File: config.mk
export PLATFORM = sky130hd
export DESIGN_NAME = adaptive_pixel_supersample_control
export DESIGN_NICKNAME = d
export VERILOG_FILES = /design/src/sv/apsc_pkg.sv /design/src/sv/apsc_accum.sv /design/src/sv/apsc_walker.sv /design/src/sv/adaptive_pixel_supersample_control.sv
export SDC_FILE = /design/constraint.sdc
export NUM_CORES = 1
export LEC_CHECK = 0
export ABC_AREA = 1
export BUFFER_PORTS_ARGS = -buffer_cell sky130_fd_sc_hd__buf_2
export CELL_PAD_IN_SITES_DETAIL_PLACEMENT = 1
export CELL_PAD_IN_SITES_GLOBAL_PLACEMENT = 1
export CORE_ASPECT_RATIO = 1.4
export CORE_MARGIN = 10
export CORE_UTILIZATION = 49
export DETAILED_ROUTE_END_ITERATION = 8
export GPL_ROUTABILITY_DRIVEN = 0
export PLACE_DENSITY_LB_ADDON = 0.1
export SLEW_MARGIN = 30
export SYNTH_ARGS = -nofsm -noshare
export SYNTH_HDL_FRONTEND = slang
export SYNTH_SLANG_ARGS = --single-unit
export TNS_END_PERCENT = 100
File: constraint.sdc
create_clock -name aclk -period 8.31 [get_ports aclk]
set_input_delay 0.4155 -clock aclk [delete_from_list [all_inputs] [get_ports aclk]]
set_output_delay 0.4155 -clock aclk [all_outputs]
set_load 0.005 [all_outputs]
File: src/sv/apsc_pkg.sv
`timescale 1ns / 1ps
// ----------------------------------------------------------------------------
// apsc_pkg
// Shared codes and control types of the adaptive supersample controller.
// ----------------------------------------------------------------------------
package apsc_pkg;

    // Input item operations
    typedef enum logic [1:0] {
        OP_RESTART  = 2'd0,
        OP_REQUEST  = 2'd1,
        OP_SAMPLE   = 2'd2,
        OP_RESERVED = 2'd3
    } op_t;

    // Configuration register indexes
    localparam int unsigned CFG_IDX_BITS = 3;
    localparam logic [CFG_IDX_BITS-1:0] CFG_X_START  = 3'd0;
    localparam logic [CFG_IDX_BITS-1:0] CFG_X_END    = 3'd1;
    localparam logic [CFG_IDX_BITS-1:0] CFG_Y_START  = 3'd2;
    localparam logic [CFG_IDX_BITS-1:0] CFG_Y_END    = 3'd3;
    localparam logic [CFG_IDX_BITS-1:0] CFG_MIN_LOG2 = 3'd4;
    localparam logic [CFG_IDX_BITS-1:0] CFG_MAX_LOG2 = 3'd5;

    localparam int unsigned LOG2_BITS = 3;
    localparam logic [LOG2_BITS-1:0] MIN_LOG2_RESET = 3'd2;
    localparam logic [LOG2_BITS-1:0] MAX_LOG2_RESET = 3'd5;

    // Result kinds
    localparam logic KIND_BATCH   = 1'b0;
    localparam logic KIND_VERDICT = 1'b1;

    // Accumulator control from the decoder
    typedef struct packed {
        logic clear;   // restart or request: start a fresh batch
        logic sample;  // fold one luminance sample in
        logic last;    // sample closes the batch
    } acc_ctl_t;

endpackage

File: src/sv/apsc_accum.sv
`timescale 1ns / 1ps
// ----------------------------------------------------------------------------
// apsc_accum
// Luminance sum, minimum and maximum, and the contrast test on the batch.
// ----------------------------------------------------------------------------
module apsc_accum #(
    parameter int unsigned LUM_BITS         = 16,
    parameter int unsigned MAX_SAMPLES_LOG2 = 6,
    parameter int unsigned LG_W             = 3
) (
    input  logic                aclk,
    input  logic                aresetn,
    input  apsc_pkg::acc_ctl_t  ctl,
    input  logic [LUM_BITS-1:0] lum,
    input  logic [LG_W-1:0]     min_lg,
    output logic                needs_more
);
    localparam int unsigned SUM_BITS = LUM_BITS + MAX_SAMPLES_LOG2;
    localparam int unsigned TW       = SUM_BITS + 2;

    logic [SUM_BITS-1:0] sum_reg, sum_next, sum_upd;
    logic [LUM_BITS-1:0] min_reg, min_next, min_upd;
    logic [LUM_BITS-1:0] max_reg, max_next, max_upd;
    logic [SUM_BITS:0]   sum_add;
    logic [TW-1:0]       s, hi, lo;

    assign sum_add = {1'b0, sum_reg} + (SUM_BITS+1)'(lum);
    assign sum_upd = sum_add[SUM_BITS] ? {SUM_BITS{1'b1}} : sum_add[SUM_BITS-1:0];
    assign min_upd = (lum < min_reg) ? lum : min_reg;
    assign max_upd = (lum > max_reg) ? lum : max_reg;

    // N*L is a shift since N is a power of two
    assign s  = TW'(sum_upd);
    assign hi = TW'(max_upd) << min_lg;
    assign lo = TW'(min_upd) << min_lg;

    always_comb begin
        needs_more = 1'b0;
        if (s != '0) begin
            if (hi > s && ((hi - s) << 1) > s) needs_more = 1'b1;
            if (s > lo && ((s - lo) << 1) > s) needs_more = 1'b1;
        end
    end

    always_comb begin
        sum_next = sum_reg;
        min_next = min_reg;
        max_next = max_reg;
        if (ctl.clear || (ctl.sample && ctl.last)) begin
            sum_next = '0;
            min_next = '1;
            max_next = '0;
        end else if (ctl.sample) begin
            sum_next = sum_upd;
            min_next = min_upd;
            max_next = max_upd;
        end
    end

    always_ff @(posedge aclk) begin
        if (!aresetn) begin
            sum_reg <= '0;
            min_reg <= '1;
            max_reg <= '0;
        end else begin
            sum_reg <= sum_next;
            min_reg <= min_next;
            max_reg <= max_next;
        end
    end

endmodule

File: src/sv/apsc_walker.sv
`timescale 1ns / 1ps
// ----------------------------------------------------------------------------
// apsc_walker
// Raster position, supersample mode and result formation.
// ----------------------------------------------------------------------------
module apsc_walker #(
    parameter int unsigned CB    = 13,
    parameter int unsigned CNT_W = 7
) (
    input  logic             aclk,
    input  logic             aresetn,
    input  logic             go,
    input  apsc_pkg::op_t    op,
    input  logic             last,
    input  logic             needs_more,
    input  logic [CB-1:0]    x_start,
    input  logic [CB-1:0]    x_end,
    input  logic [CB-1:0]    y_start,
    input  logic [CB-1:0]    y_end,
    input  logic [CNT_W-1:0] cnt_min,
    input  logic [CNT_W-1:0] cnt_max,
    output logic             res_valid,
    output logic             res_kind,
    output logic [CB-1:0]    res_x,
    output logic [CB-1:0]    res_y,
    output logic [CNT_W-1:0] res_count,
    output logic             res_done
);
    logic [CB-1:0] x_reg, x_next, y_reg, y_next, x_inc;
    logic          super_reg, super_next;

    assign x_inc = x_reg + 1'b1;
    assign res_x = x_reg;
    assign res_y = y_reg;

    always_comb begin
        x_next     = x_reg;
        y_next     = y_reg;
        super_next = super_reg;
        res_valid  = 1'b0;
        res_kind   = apsc_pkg::KIND_BATCH;
        res_count  = '0;
        res_done   = 1'b0;
        unique case (op)
            apsc_pkg::OP_RESTART: begin
                x_next     = x_start;
                y_next     = y_start;
                super_next = 1'b0;
            end
            apsc_pkg::OP_REQUEST: begin
                res_valid = 1'b1;
                if (super_reg)          res_count = cnt_max;
                else if (y_reg == y_end) res_count = '0;
                else                    res_count = cnt_min;
            end
            apsc_pkg::OP_SAMPLE: begin
                if (last) begin
                    res_valid = 1'b1;
                    res_kind  = apsc_pkg::KIND_VERDICT;
                    if (super_reg) begin
                        super_next = 1'b0;
                        res_done   = 1'b1;
                    end else if (needs_more) begin
                        super_next = 1'b1;
                    end else begin
                        res_done = 1'b1;
                    end
                    if (res_done) begin
                        if (x_inc == x_end) begin
                            x_next = x_start;
                            y_next = y_reg + 1'b1;
                        end else begin
                            x_next = x_inc;
                        end
                    end
                end
            end
            apsc_pkg::OP_RESERVED: begin
            end
            default: begin
            end
        endcase
    end

    always_ff @(posedge aclk) begin
        if (!aresetn) begin
            x_reg     <= '0;
            y_reg     <= '0;
            super_reg <= 1'b0;
        end else if (go) begin
            x_reg     <= x_next;
            y_reg     <= y_next;
            super_reg <= super_next;
        end
    end

endmodule

File: src/sv/adaptive_pixel_supersample_control.sv
`timescale 1ns / 1ps
// Each item passes the input register, then its result the output register.
// Throughput: one item per cycle unless the output stalls; the sum/min/max
//   update and contrast test form one stage between input and output registers.
// Reset (aresetn low, synchronous): config registers to their reset values,
//   position and mode to zero, accumulators cleared. No clearing pass.
// ----------------------------------------------------------------------------
// adaptive_pixel_supersample_control
// Walks a pixel window and decides per pixel whether to supersample, using
// a contrast test on streamed luminance samples.
// ----------------------------------------------------------------------------
module adaptive_pixel_supersample_control #(
    parameter int unsigned COORD_BITS       = 12,
    parameter int unsigned MAX_SAMPLES_LOG2 = 6,
    parameter int unsigned LUM_BITS         = 16
) (
    input  logic                                   aclk,
    input  logic                                   aresetn,
    // config write port
    input  logic                                   cfg_wr_en,
    input  logic [apsc_pkg::CFG_IDX_BITS-1:0]      cfg_index,
    input  logic [COORD_BITS:0]                    cfg_data,
    // input items
    input  logic                                   s_valid,
    output logic                                   s_ready,
    input  logic [1:0]                             s_operation,
    input  logic [LUM_BITS-1:0]                    s_luminance,
    input  logic                                   s_last_sample,
    // result items
    output logic                                   m_valid,
    input  logic                                   m_ready,
    output logic                                   m_result_kind,
    output logic [COORD_BITS:0]                    m_pixel_x,
    output logic [COORD_BITS:0]                    m_pixel_y,
    output logic [MAX_SAMPLES_LOG2:0]              m_sample_count,
    output logic                                   m_pixel_done
);
    // Coordinates carry one bit above COORD_BITS so that 2^COORD_BITS fits.
    localparam int unsigned CB    = COORD_BITS + 1;
    localparam int unsigned CNT_W = MAX_SAMPLES_LOG2 + 1;
    localparam int unsigned LG_W  = $clog2(MAX_SAMPLES_LOG2 + 1);

    // ---------------- configuration registers ----------------
    logic [CB-1:0] x_start_reg, x_end_reg, y_start_reg, y_end_reg;
    logic [apsc_pkg::LOG2_BITS-1:0] min_log2_reg, max_log2_reg;

    always_ff @(posedge aclk) begin
        if (!aresetn) begin
            x_start_reg  <= '0;
            x_end_reg    <= '0;
            y_start_reg  <= '0;
            y_end_reg    <= '0;
            min_log2_reg <= apsc_pkg::MIN_LOG2_RESET;
            max_log2_reg <= apsc_pkg::MAX_LOG2_RESET;
        end else if (cfg_wr_en) begin
            // indexes past the list are dropped
            unique case (cfg_index)
                apsc_pkg::CFG_X_START:  x_start_reg  <= cfg_data;
                apsc_pkg::CFG_X_END:    x_end_reg    <= cfg_data;
                apsc_pkg::CFG_Y_START:  y_start_reg  <= cfg_data;
                apsc_pkg::CFG_Y_END:    y_end_reg    <= cfg_data;
                apsc_pkg::CFG_MIN_LOG2: min_log2_reg <= cfg_data[apsc_pkg::LOG2_BITS-1:0];
                apsc_pkg::CFG_MAX_LOG2: max_log2_reg <= cfg_data[apsc_pkg::LOG2_BITS-1:0];
                default: begin
                end
            endcase
        end
    end

    // Log2 settings saturate at the largest supported sample count.
    logic [LG_W-1:0]  min_lg, max_lg;
    logic [CNT_W-1:0] cnt_min, cnt_max;

    always_comb begin
        if (32'(min_log2_reg) > MAX_SAMPLES_LOG2) min_lg = LG_W'(MAX_SAMPLES_LOG2);
        else                                      min_lg = LG_W'(min_log2_reg);
        if (32'(max_log2_reg) > MAX_SAMPLES_LOG2) max_lg = LG_W'(MAX_SAMPLES_LOG2);
        else                                      max_lg = LG_W'(max_log2_reg);
    end

    assign cnt_min = CNT_W'(1) << min_lg;
    assign cnt_max = CNT_W'(1) << max_lg;

    // ---------------- input register ----------------
    logic                in_vld_reg;
    apsc_pkg::op_t       op_reg;
    logic [LUM_BITS-1:0] lum_reg;
    logic                last_reg;
    logic                out_vld_reg;
    logic                stage_go;

    // The stage fires when it holds an item and the output register is empty or
    // draining, so an item can enter while a result still waits to be taken.
    assign stage_go = in_vld_reg && (!out_vld_reg || m_ready);
    assign s_ready  = !in_vld_reg || stage_go;

    always_ff @(posedge aclk) begin
        if (!aresetn) begin
            in_vld_reg <= 1'b0;
        end else if (s_ready) begin
            in_vld_reg <= s_valid;
        end
    end

    always_ff @(posedge aclk) begin
        if (s_valid && s_ready) begin
            op_reg   <= apsc_pkg::op_t'(s_operation);
            lum_reg  <= s_luminance;
            last_reg <= s_last_sample;
        end
    end

    // ---------------- processing stage ----------------
    apsc_pkg::acc_ctl_t acc_ctl;
    logic               needs_more;

    assign acc_ctl.clear  = stage_go &&
                            (op_reg == apsc_pkg::OP_RESTART || op_reg == apsc_pkg::OP_REQUEST);
    assign acc_ctl.sample = stage_go && (op_reg == apsc_pkg::OP_SAMPLE);
    assign acc_ctl.last   = last_reg;

    apsc_accum #(
        .LUM_BITS         (LUM_BITS),
        .MAX_SAMPLES_LOG2 (MAX_SAMPLES_LOG2),
        .LG_W             (LG_W)
    ) u_accum (
        .aclk       (aclk),
        .aresetn    (aresetn),
        .ctl        (acc_ctl),
        .lum        (lum_reg),
        .min_lg     (min_lg),
        .needs_more (needs_more)
    );

    logic             res_valid, res_kind, res_done;
    logic [CB-1:0]    res_x, res_y;
    logic [CNT_W-1:0] res_count;

    apsc_walker #(
        .CB    (CB),
        .CNT_W (CNT_W)
    ) u_walker (
        .aclk       (aclk),
        .aresetn    (aresetn),
        .go         (stage_go),
        .op         (op_reg),
        .last       (last_reg),
        .needs_more (needs_more),
        .x_start    (x_start_reg),
        .x_end      (x_end_reg),
        .y_start    (y_start_reg),
        .y_end      (y_end_reg),
        .cnt_min    (cnt_min),
        .cnt_max    (cnt_max),
        .res_valid  (res_valid),
        .res_kind   (res_kind),
        .res_x      (res_x),
        .res_y      (res_y),
        .res_count  (res_count),
        .res_done   (res_done)
    );

    // ---------------- output register ----------------
    logic             kind_reg, done_reg;
    logic [CB-1:0]    px_reg, py_reg;
    logic [CNT_W-1:0] count_reg;

    always_ff @(posedge aclk) begin
        if (!aresetn) begin
            out_vld_reg <= 1'b0;
        end else if (stage_go) begin
            out_vld_reg <= res_valid;
        end else if (m_ready) begin
            out_vld_reg <= 1'b0;
        end
    end

    always_ff @(posedge aclk) begin
        if (stage_go && res_valid) begin
            kind_reg  <= res_kind;
            px_reg    <= res_x;
            py_reg    <= res_y;
            count_reg <= res_count;
            done_reg  <= res_done;
        end
    end

    assign m_valid        = out_vld_reg;
    assign m_result_kind  = kind_reg;
    assign m_pixel_x      = px_reg;
    assign m_pixel_y      = py_reg;
    assign m_sample_count = count_reg;
    assign m_pixel_done   = done_reg;

    // ---------------- assertions ----------------
    // verdicts never carry a sample count
    a_verdict_count: assert property (@(posedge aclk) disable iff (!aresetn)
        m_valid && m_result_kind == apsc_pkg::KIND_VERDICT |-> m_sample_count == '0)
        else $error("verdict with nonzero sample count");

    // batch answers never mark the pixel done
    a_batch_done: assert property (@(posedge aclk) disable iff (!aresetn)
        m_valid && m_result_kind == apsc_pkg::KIND_BATCH |-> !m_pixel_done)
        else $error("batch answer with pixel_done set");

    // a held result blocks the stage
    a_stall_holds: assert property (@(posedge aclk) disable iff (!aresetn)
        out_vld_reg && !m_ready |-> !stage_go)
        else $error("stage fired over a stalled result");

    // input side backs off only while an item is held
    a_ready_low: assert property (@(posedge aclk) disable iff (!aresetn)
        !s_ready |-> in_vld_reg && out_vld_reg && !m_ready)
        else $error("input stalled without cause");

endmodule

==> impl_results.md, run 1 <==
- Status: finished clean
- H-tree depth: 4
- Final non-filler cell total: 2494
- GRT overflow: 0
- Finished Core Util: 54.18%
- Initial Utilization: 49.53%
- Fin Setup TNS: 0 ns
- Area leader, netlist: dfxtp_1
- Clock sinks: 195
- WS Path Type: reg -> reg
- CP Max Fanout: 31
- Post-Synth Adder-Cell Area: 12.23%
- Worst slew margin: 41.26%
- Slew Limit Fails: 0
- Xor/xnor share of the synthesized area: 5.352%
- Comb pwr share: 34.6%
- Simple-Gate Fraction of Synth Area: 23.50%
- Area contributors post-synth: dfxtp_1 20%, ha_1 12%, edfxtp_1 11%
- Minimum clock period: 7.317 ns
- Post-synthesis compound-gate area fraction: 17.27%
- All-Layer GR Usage: 27.19%
- Total count of hold-check failures in the final report: 0
- Sequential share of power: 35.7%
- CTS tree: yes
- Internal power: 0.001777 W
- Number of flip-flops in the largest register: 22
- Reg2reg start: lum_reg[15]
- Core ar.: 0.02907 mm²
- Leak pwr: 7.667 nW
- Syn Area/Cell: 7.011 µm²
- Min-delay src: s_luminance[3]
- Final setup viols: 0
- Place WS: 0.8479 ns
- CP required: 8.67 ns
- CTS max path bufs: 2
- DRC viols: 0
- Fmax: 136.7 MHz
- First-pass GRT wire length: 79620 µm
- # Post-CTS Setup Buffers: 0
- Die area: 0.03674 mm²
- Tcrit/Tclk final: 88.05%
- Vias in the first global route: 15540
- Setup crit start kind: register
- YS warnings: 0
- Largest net degree at the start of global routing: 88
- Post-route ant nets: 0
- Asr flop ratio synth: 0%
- Clock Tree Root: clkbuf_16
- Min Hold Slack: 0.1168 ns
- FF+latch area: 0.004444 mm²
- DRT Wirelength: 49440 µm
- RSZ-0062 raised after global routing: no
- TritonRoute pass-1 iters: 7
- Clock share of power: 29.7%
- DR iter-0 viols: 636
- Fin worst setup slack: 0.9932 ns
- # fillers: 3864
- Crit-path slowest cell: edfxtp_1
- Largest family of logic cells by synthesized area: simple AND/OR/NAND/NOR gates
- Die H: 222.8 µm
- IO Count: 77
- Ant. Diodes: 0
- Placed cells: 2462
- Syn nets: 2233
- Hold Path Class: in -> reg
- Clock transition at path regs: 0.08 ns
- Synth top area share: 19.60%
- Post-Route Skew: 0.01617 ns
- Power Density: 185.2 mW/mm²
- Sw Share: 39.07%
- Synth Instances: 2054
- Post-synth top flop: dfxtp_1
- Via density: 5.692
- Initial antenna violation count: 2
- Post-cts repair resize count: 0
- DR WL/cell: 19.82 µm
- Number of flops mapped to enable cells by yosys: 54
- PortBufs: 76
- Unique masters post-synth: 53
- FP Rows: 74
- Setup crit start: lum_reg[15]
- Max cap viols: 0
- HPWL after DPL: 39110 µm
- Tightest Pin Transition: 0.8801 ns
- Layout cells sized above 1: 8.042%
- P_sw: 0.001140 W
- WP data arrival: 7.68 ns
- DR vias: 14200
- Synthesized flop and latch total: 195
- Setup crit end kind: register
- Area grow syn2layout: 9.393%
- Cts hold-fix bufs: 0
- Final net count: 2280
- TritonCTS Buffers: 17
- Clock latency on the worst-skew pair: 0.48 ns
- Multi-input logic area: 0.008670 mm²
- Die width: 164.9 µm
- Sequential area share after synthesis: 30.86%
- Critical path's most frequent cell: nand2_1
- Mux share of post-synthesis cell area: 1.668%
- Critical Path Max Stage Delay: 0.48 ns
- Cell Area, Synth: 0.01440 mm²
- Maximum vdd drop: 0.1747 mV
-- final timing paths --
path	to	slack, ns	cells past startpoint
setup / recovery	u_walker.res_x[8]	0.99	37
hold / removal	lum_reg[3]	0.12	1
setup reg to reg	u_walker.res_x[8]	0.99	37
hold reg to reg	y_end_reg[9]	0.47	2
-- synthesized netlist by cell type, types with 3 or more instances --
cell type	instances
o21ai_2	4
a211oi_1	5
nand3_2	6
nand3_4	3
o31ai_1	6
nand3b_1	3
xnor2_1	37
clkbuf_1	49
o21ai_1	14
o21ai_0	226
nor4_1	11
inv_1	269
dfxtp_1	141
xor2_1	51
o211ai_1	23
nand4_1	19
fa_1	3
ha_1	136
nand2_2	8
buf_1	5
nand3_1	63
inv_2	7
a31oi_1	7
edfxtp_1	54
o21bai_1	11
nor2_1	247
a21oi_1	151
buf_2	3
nor3_1	16
a21o_1	7
nand2_1	415
clkinv_1	4
mux2i_1	24
-- layer usage --
| layer | vias to the layer above | track usage [%] | share of wire (%) | wire (µm) |
|---|---|---|---|---|
| met1 | 6910 | 26.11 | 36 | 17960 |
| met4 | 4 | 15.32 | 5.5 | 2736 |
| li1 | 6862 | - | - | - |
| met3 | 147 | 3.905 | 2.7 | 1346 |
| met5 | - | 0 | 0.042 | 21 |
| met2 | 272 | 52.77 | 55 | 27370 |
-- cell type report --
type | count | area share, %
clock buffer | 17 | 2.701
clock inverter | 15 | 1.152
inverter | 280 | 6.672
multi-input combinational | 1517 | 55.04
sequential | 195 | 28.21
tap | 380 | 3.018
timing repair buffer | 90 | 3.209
-- metrics by stage --
stage                     total power, W  instance area (µm²)
after global placement          0.002004                15110
final                           0.002917                15750
after CTS                       0.002918                15750
after global routing            0.003097                15750
after detailed placement        0.002055                15140
after floorplan                 0.001764                14400
-- cell families (layout without fill, tap and decap cells) --
family / Yosys count / count (layout)
fa+ha+maj: 139 / 139
flops: 195 / 195
simple gates: 805 / 805
mux: 24 / 24
compound gates: 461 / 461
buf+inv: 342 / 402
xor+xnor: 88 / 88
-- power groups by stage --
| stage | logic [W] | registers [W] | clock network (W) |
|---|---|---|---|
| after detailed placement | 0.000993 | 0.00106 | 0 |
| after global routing | 0.00114 | 0.00104 | 0.000913 |
| after CTS | 0.00100 | 0.00104 | 0.000876 |
| after global placement | 0.000944 | 0.00106 | 0 |
| after floorplan | 0.000713 | 0.00105 | 0 |
| final | 0.00101 | 0.00104 | 0.000867 |
-- worst max-delay path, delay by kind of cell, from the launching register on --
kind	cells	cell delay, ns
buffers and inverters	6	0.54
XOR/XNOR	1	0.16
AND/OR/NAND/NOR	19	2.97
AO/OA/AOI/OAI	8	2.03
adder cells (fa/ha/maj)	3	0.99
flip-flops	1	0.48
-- cell usage in the layout, fill, tap and decap left out, types with 9 or more instances in the layout --
cell type  count
nand2_1      414
inv_1        269
nor2_1       244
o21ai_0      226
a21oi_1      151
dfxtp_1      141
ha_1         136
buf_2         76
nand3_1       62
edfxtp_1      54
xor2_1        51
xnor2_1       37
mux2i_1       24
o211ai_1      23
nand4_1       19
clkbuf_16     17
nor3_1        16
o21ai_1       14
buf_4         13
o21bai_1      11
nor4_1        11
nand2_2        9
Note: power is estimated with default switching activity, not from simulation.
==> run 2, diff against run 1 <==
PLACE_DENSITY = 0.84   (was default)
PLACE_DENSITY_LB_ADDON = default   (was 0.1)
==> run 2 against run 1 <==
First-iteration DRC count rose by 28%. Cell count about the same. Global-route usage down 0.19 points. Critical path type unchanged.
==> impl_results.md, run 2 (synthesized netlist as in run 1, its figures left out) <==
- Ant. Diodes: 0
- Initial Utilization: 49.53%
- Worst path buffer plus inverter count: 6
- Tightest Pin Transition: 0.9129 ns
- TritonRoute pass-1 iters: 5
- H-tree depth: 4
- Core ar.: 0.02907 mm²
- Status: finished clean
- Final setup viols: 0
- DR vias: 14210
- Setup crit start kind: register
- Via density: 5.698
- PortBufs: 76
- Clock Tree Root: clkbuf_16
- Clock latency on the worst-skew pair: 0.48 ns
- Hold Path Class: in -> reg
- FP Rows: 74
- Worst slew margin: 39.07%
- First-pass GRT wire length: 79010 µm
- Post-cts repair resize count: 0
- Fin Setup TNS: 0 ns
- Clock sinks: 195
- Critical path's most frequent cell: nand2_1
- Slew Limit Fails: 0
- Total count of hold-check failures in the final report: 0
- Tcrit/Tclk final: 86.04%
- DR iter-0 viols: 812
- Die width: 164.9 µm
- Critical Path Max Stage Delay: 0.50 ns
- Post-Route Skew: 0.01881 ns
- Die H: 222.8 µm
- CTS tree: yes
- Maximum vdd drop: 0.1699 mV
- IO Count: 77
- All-Layer GR Usage: 27.00%
- Layout cells sized above 1: 7.998%
- # Post-CTS Setup Buffers: 0
- Cts hold-fix bufs: 0
- Number of flip-flops in the largest register: 22
- Crit-path slowest cell: edfxtp_1
- CTS max path bufs: 2
- DR WL/cell: 19.86 µm
- Die area: 0.03674 mm²
- Setup crit end kind: register
- Minimum clock period: 7.150 ns
- Area grow syn2layout: 9.358%
- CP Max Fanout: 31
- Largest delay share family, worst path: simple AND/OR/NAND/NOR gates
- Finished Core Util: 54.17%
- Final net count: 2279
- Max cap viols: 0
- WP data arrival: 7.51 ns
- HPWL after DPL: 38930 µm
- DRT Wirelength: 49500 µm
- Commonest cells after routing, fill and taps aside: 414 x nand2_1, 269 x inv_1, 244 x nor2_1, 226 x o21ai_0, 151 x a21oi_1
- Commonest non-fill, non-tap cell in the layout: nand2_1
- Min Hold Slack: 0.1155 ns
- RSZ-0062 raised after global routing: no
- WS Path Type: reg -> reg
- Final non-filler cell total: 2493
- Placed cells: 2461
- Vias in the first global route: 15140
- TritonCTS Buffers: 17
- Largest net degree at the start of global routing: 88
- Post-route ant nets: 0
- Initial antenna violation count: 3
- Clock transition at path regs: 0.08 ns
- DRC viols: 0
- Leak pwr: 7.666 nW
- CP required: 8.67 ns
- # fillers: 3915
- Fmax: 139.9 MHz
- Power Density: 185.8 mW/mm²
- GRT overflow: 0
==> run 2: cell types whose count changed in the layout (fill, tap and decap cells not counted), sizes merged <==
cell,before,now
clkinv,8,9
buf,90,89
inv,285,284
bufinv,0,1
clkinvlp,2,1
==> run 2: worst register-to-register path, delay by kind of cell, from the launching register on <==
kind,cells,cell delay [ns]
buffers and inverters,6,0.52
adder cells (fa/ha/maj),3,0.99
flip-flops,1,0.50
AND/OR/NAND/NOR,19,2.97
XOR/XNOR,1,0.16
AO/OA/AOI/OAI,8,1.90
==> run 2: final timing paths <==
kind | startpoint | to | slack (ns) | cells after the start
max reg2reg | lum_reg[14] | u_walker.res_x[7] | 1.16 | 37
min reg2reg | y_end_reg[10] | y_end_reg[10] | 0.46 | 2
min | s_luminance[5] | lum_reg[5] | 0.12 | 1
max | lum_reg[14] | u_walker.res_x[7] | 1.16 | 37
==> run 2: where the power goes <==
part           internal (W)  switching, W  leakage (nW)
Combinational      0.000358      0.000647          5.70
Clock              0.000433      0.000446         0.293
Sequential          0.00101     0.0000319          1.67
Total               0.00180       0.00113          7.67
==> run 2: per-stage QoR <==
stage                     setup WS, ns  cell area (µm²)  total power [W]
after floorplan                  2.968            14400         0.001764
after global placement           1.215            15100         0.002000
after detailed placement        0.9804            15130         0.002049
after CTS                       0.8810            15740         0.002921
after global routing            0.4512            15750         0.003099
final                            1.160            15750         0.002925
==> run 2: area by class of cell <==
type	count	area [µm²]	share of cell area [%]
Multi-Input combinational cell	1517	8670	55.05
Sequential cell	195	4444	28.22
Inverter	280	1051	6.674
Timing Repair Buffer	89	498.0	3.162
Tap cell	380	475.5	3.019
Clock buffer	17	425.4	2.701
Clock inverter	15	183.9	1.168
==> run 2: metal layers <==
layer	wire [µm]	track usage (%)	vias to the layer above
li1	-	-	6867
met1	18420	27.21	6919
met2	27220	52.03	278
met3	1442	3.738	135
met4	2382	12.94	6
met5	34	0	-
==> run 3, diff against run 2 <==
--- a/config.mk
+++ b/config.mk
@@ -11,5 +11,5 @@
 export CELL_PAD_IN_SITES_GLOBAL_PLACEMENT = 1
 export CORE_ASPECT_RATIO = 1.4
-export CORE_MARGIN = 10
+export CORE_MARGIN = 4
 export CORE_UTILIZATION = 49
 export DETAILED_ROUTE_END_ITERATION = 8
==> constraint.sdc (replaced) <==
create_clock -name aclk -period 8.31 [get_ports aclk]
set_input_delay 1.662 -clock aclk [delete_from_list [all_inputs] [get_ports aclk]]
set_output_delay 1.662 -clock aclk [all_outputs]
set_load 0.005 [all_outputs]
==> run 3 against run 2 <==
Clock-buffer cell count up 2. Clock skew barely moved. Combinational power about the same. Sequential power is essentially flat. Global-route usage grew 3.1 points. Worst setup slack got worse by 0.060 ns. Critical path type unchanged. Highest routed layer unchanged.
==> impl_results.md, run 3 (synthesized netlist as in run 1, its figures left out) <==
- Die width: 152.9 µm
- Commonest cells after routing, fill and taps aside: 414 x nand2_1, 269 x inv_1, 244 x nor2_1, 226 x o21ai_0, 151 x a21oi_1
- Worst slew margin: 40.29%
- Minimum clock period: 7.210 ns
- Clock sinks: 195
- PortBufs: 76
- Final Cell Area: 0.01571 mm²
- Status: finished clean
- Multi-input logic area: 0.008670 mm²
- TritonRoute pass-1 iters: 5
- Sequential share of power: 36.3%
- Largest delay share family, worst path: compound AO/OA/AOI/OAI gates
- Worst path buffer plus inverter count: 3
- Max cap viols: 0
- Die H: 210.8 µm
- Post-route ant nets: 0
- CTS tree: yes
- Ant. Diodes: 0
- Die area: 0.03223 mm²
- DR vias: 14200
- TritonCTS Buffers: 17
- CP Max Fanout: 31
- Power Density: 182.6 mW/mm²
- P_sw: 0.001099 W
- Via density: 5.692
- Setup crit end kind: register
- Crit-path slowest cell: o21ai_0
- Maximum vdd drop: 0.1492 mV
- Cts hold-fix bufs: 0
- DR iter-0 viols: 672
- # Post-CTS Setup Buffers: 0
- Number of flip-flops in the largest register: 22
- Clock share of power: 28.9%
- Area grow syn2layout: 9.071%
- Fin Setup TNS: 0 ns
- # fillers: 3841
- FP Rows: 74
- Placed cells: 2462
- Vias in the first global route: 15450
- DR WL/cell: 19.44 µm
- Initial Utilization: 49.53%
- GRT overflow: 0
- HPWL after DPL: 38230 µm
- Initial antenna violation count: 2
- Final net count: 2280
- Clock transition at path regs: 0.08 ns
- Tightest Pin Transition: 0.8947 ns
- Post-Route Skew: 0.01891 ns
- Leak pwr: 7.655 nW
- Setup crit start kind: register
- Post-cts repair resize count: 0
- WP data arrival: 7.56 ns
- Critical path's most frequent cell: nand2_1
- Area of placed instances: 0.01514 mm²
- Clock latency on the worst-skew pair: 0.47 ns
- Core ar.: 0.02907 mm²
- Final setup viols: 0
- Total power: 0.002868 W
- Total count of hold-check failures in the final report: 0
- DRC viols: 0
- Commonest non-fill, non-tap cell in the layout: nand2_1
- Fmax: 138.7 MHz
- H-tree depth: 4
- DRT Wirelength: 48490 µm
- Hold Path Class: reg -> reg
- WS Path Type: reg -> reg
- CP required: 8.66 ns
- RSZ-0062 raised after global routing: no
- FF+latch area: 0.004444 mm²
- Final non-filler cell total: 2494
- Critical Path Max Stage Delay: 0.62 ns
- Tcrit/Tclk final: 86.77%
- Internal power: 0.001768 W
- Layout cells sized above 1: 7.994%
- Sw Share: 38.33%
- Finished Core Util: 54.02%
- Clock Tree Root: clkbuf_16
- Largest net degree at the start of global routing: 88
- Comb pwr share: 34.9%
- Slew Limit Fails: 0
- All-Layer GR Usage: 30.05%
- CTS max path bufs: 2
- IO Count: 77
- First-pass GRT wire length: 78100 µm
run 3: cell count changes in the layout (fill, tap and decap cells not counted):
cell	change
buf_4	+1
clkinv_2	+4
bufinv_16	-1
inv_8	+2
clkbuf_8	+1
clkinv_4	-2
clkbuf_1	+1
inv_12	-1
clkinv_8	-2
inv_2	-1
inv_6	-1
run 3: worst paths after layout:
kind              slack (ns)           from                 to  cells after the start
setup / recovery        1.10    lum_reg[11]  u_walker.res_x[1]                     31
hold / removal          0.46  y_end_reg[10]      y_end_reg[10]                      2
setup reg to reg        1.10    lum_reg[11]  u_walker.res_x[1]                     31
hold reg to reg         0.46  y_end_reg[10]      y_end_reg[10]                      2
run 3: power groups by stage:
stage               registers (W)  logic (W)  clock network, W
floorplan                 0.00105   0.000713                 0
global placement          0.00106   0.000941                 0
detailed placement        0.00106   0.000988                 0
CTS                       0.00104   0.000998          0.000837
global route              0.00104    0.00113          0.000877
finish                    0.00104    0.00100          0.000828
run 3: routing by layer:
metal / routed length, µm / up-vias / track usage (%)
li1: - / 6858 / -
met1: 17830 / 6880 / 29.82
met2: 26110 / 280 / 58.62
met3: 1318 / 174 / 3.833
met4: 3204 / 4 / 18.63
met5: 27 / - / 0
run 3: layout make-up:
| cell class | count | area share, % |
|---|---|---|
| Timing Repair Buffer | 90 | 3.218 |
| Clock buffer | 19 | 2.820 |
| Clock inverter | 13 | 0.7409 |
| Inverter | 280 | 6.700 |
| Sequential cell | 195 | 28.30 |
| Multi-Input combinational cell | 1517 | 55.20 |
| Tap cell | 380 | 3.027 |
run 3: metrics by stage:
stage          setup slack, ns  hold slack (ns)
6_report                 1.100           0.4621
5_1_grt                 0.5134           0.4917
4_1_cts                 0.8069           0.4635
3_5_place_dp            0.8968           0.4521
3_3_place_gp             1.203           0.4404
2_1_floorplan            2.968           0.4245
run 3: worst register-to-register path: cells and delay by family, from the launching register on:
family,cells,cell delay [ns]
simple gates,12,1.97
compound gates,11,2.95
xor+xnor,1,0.16
buf+inv,3,0.31
mux,1,0.21
fa+ha+maj,3,1.01
flops,1,0.46
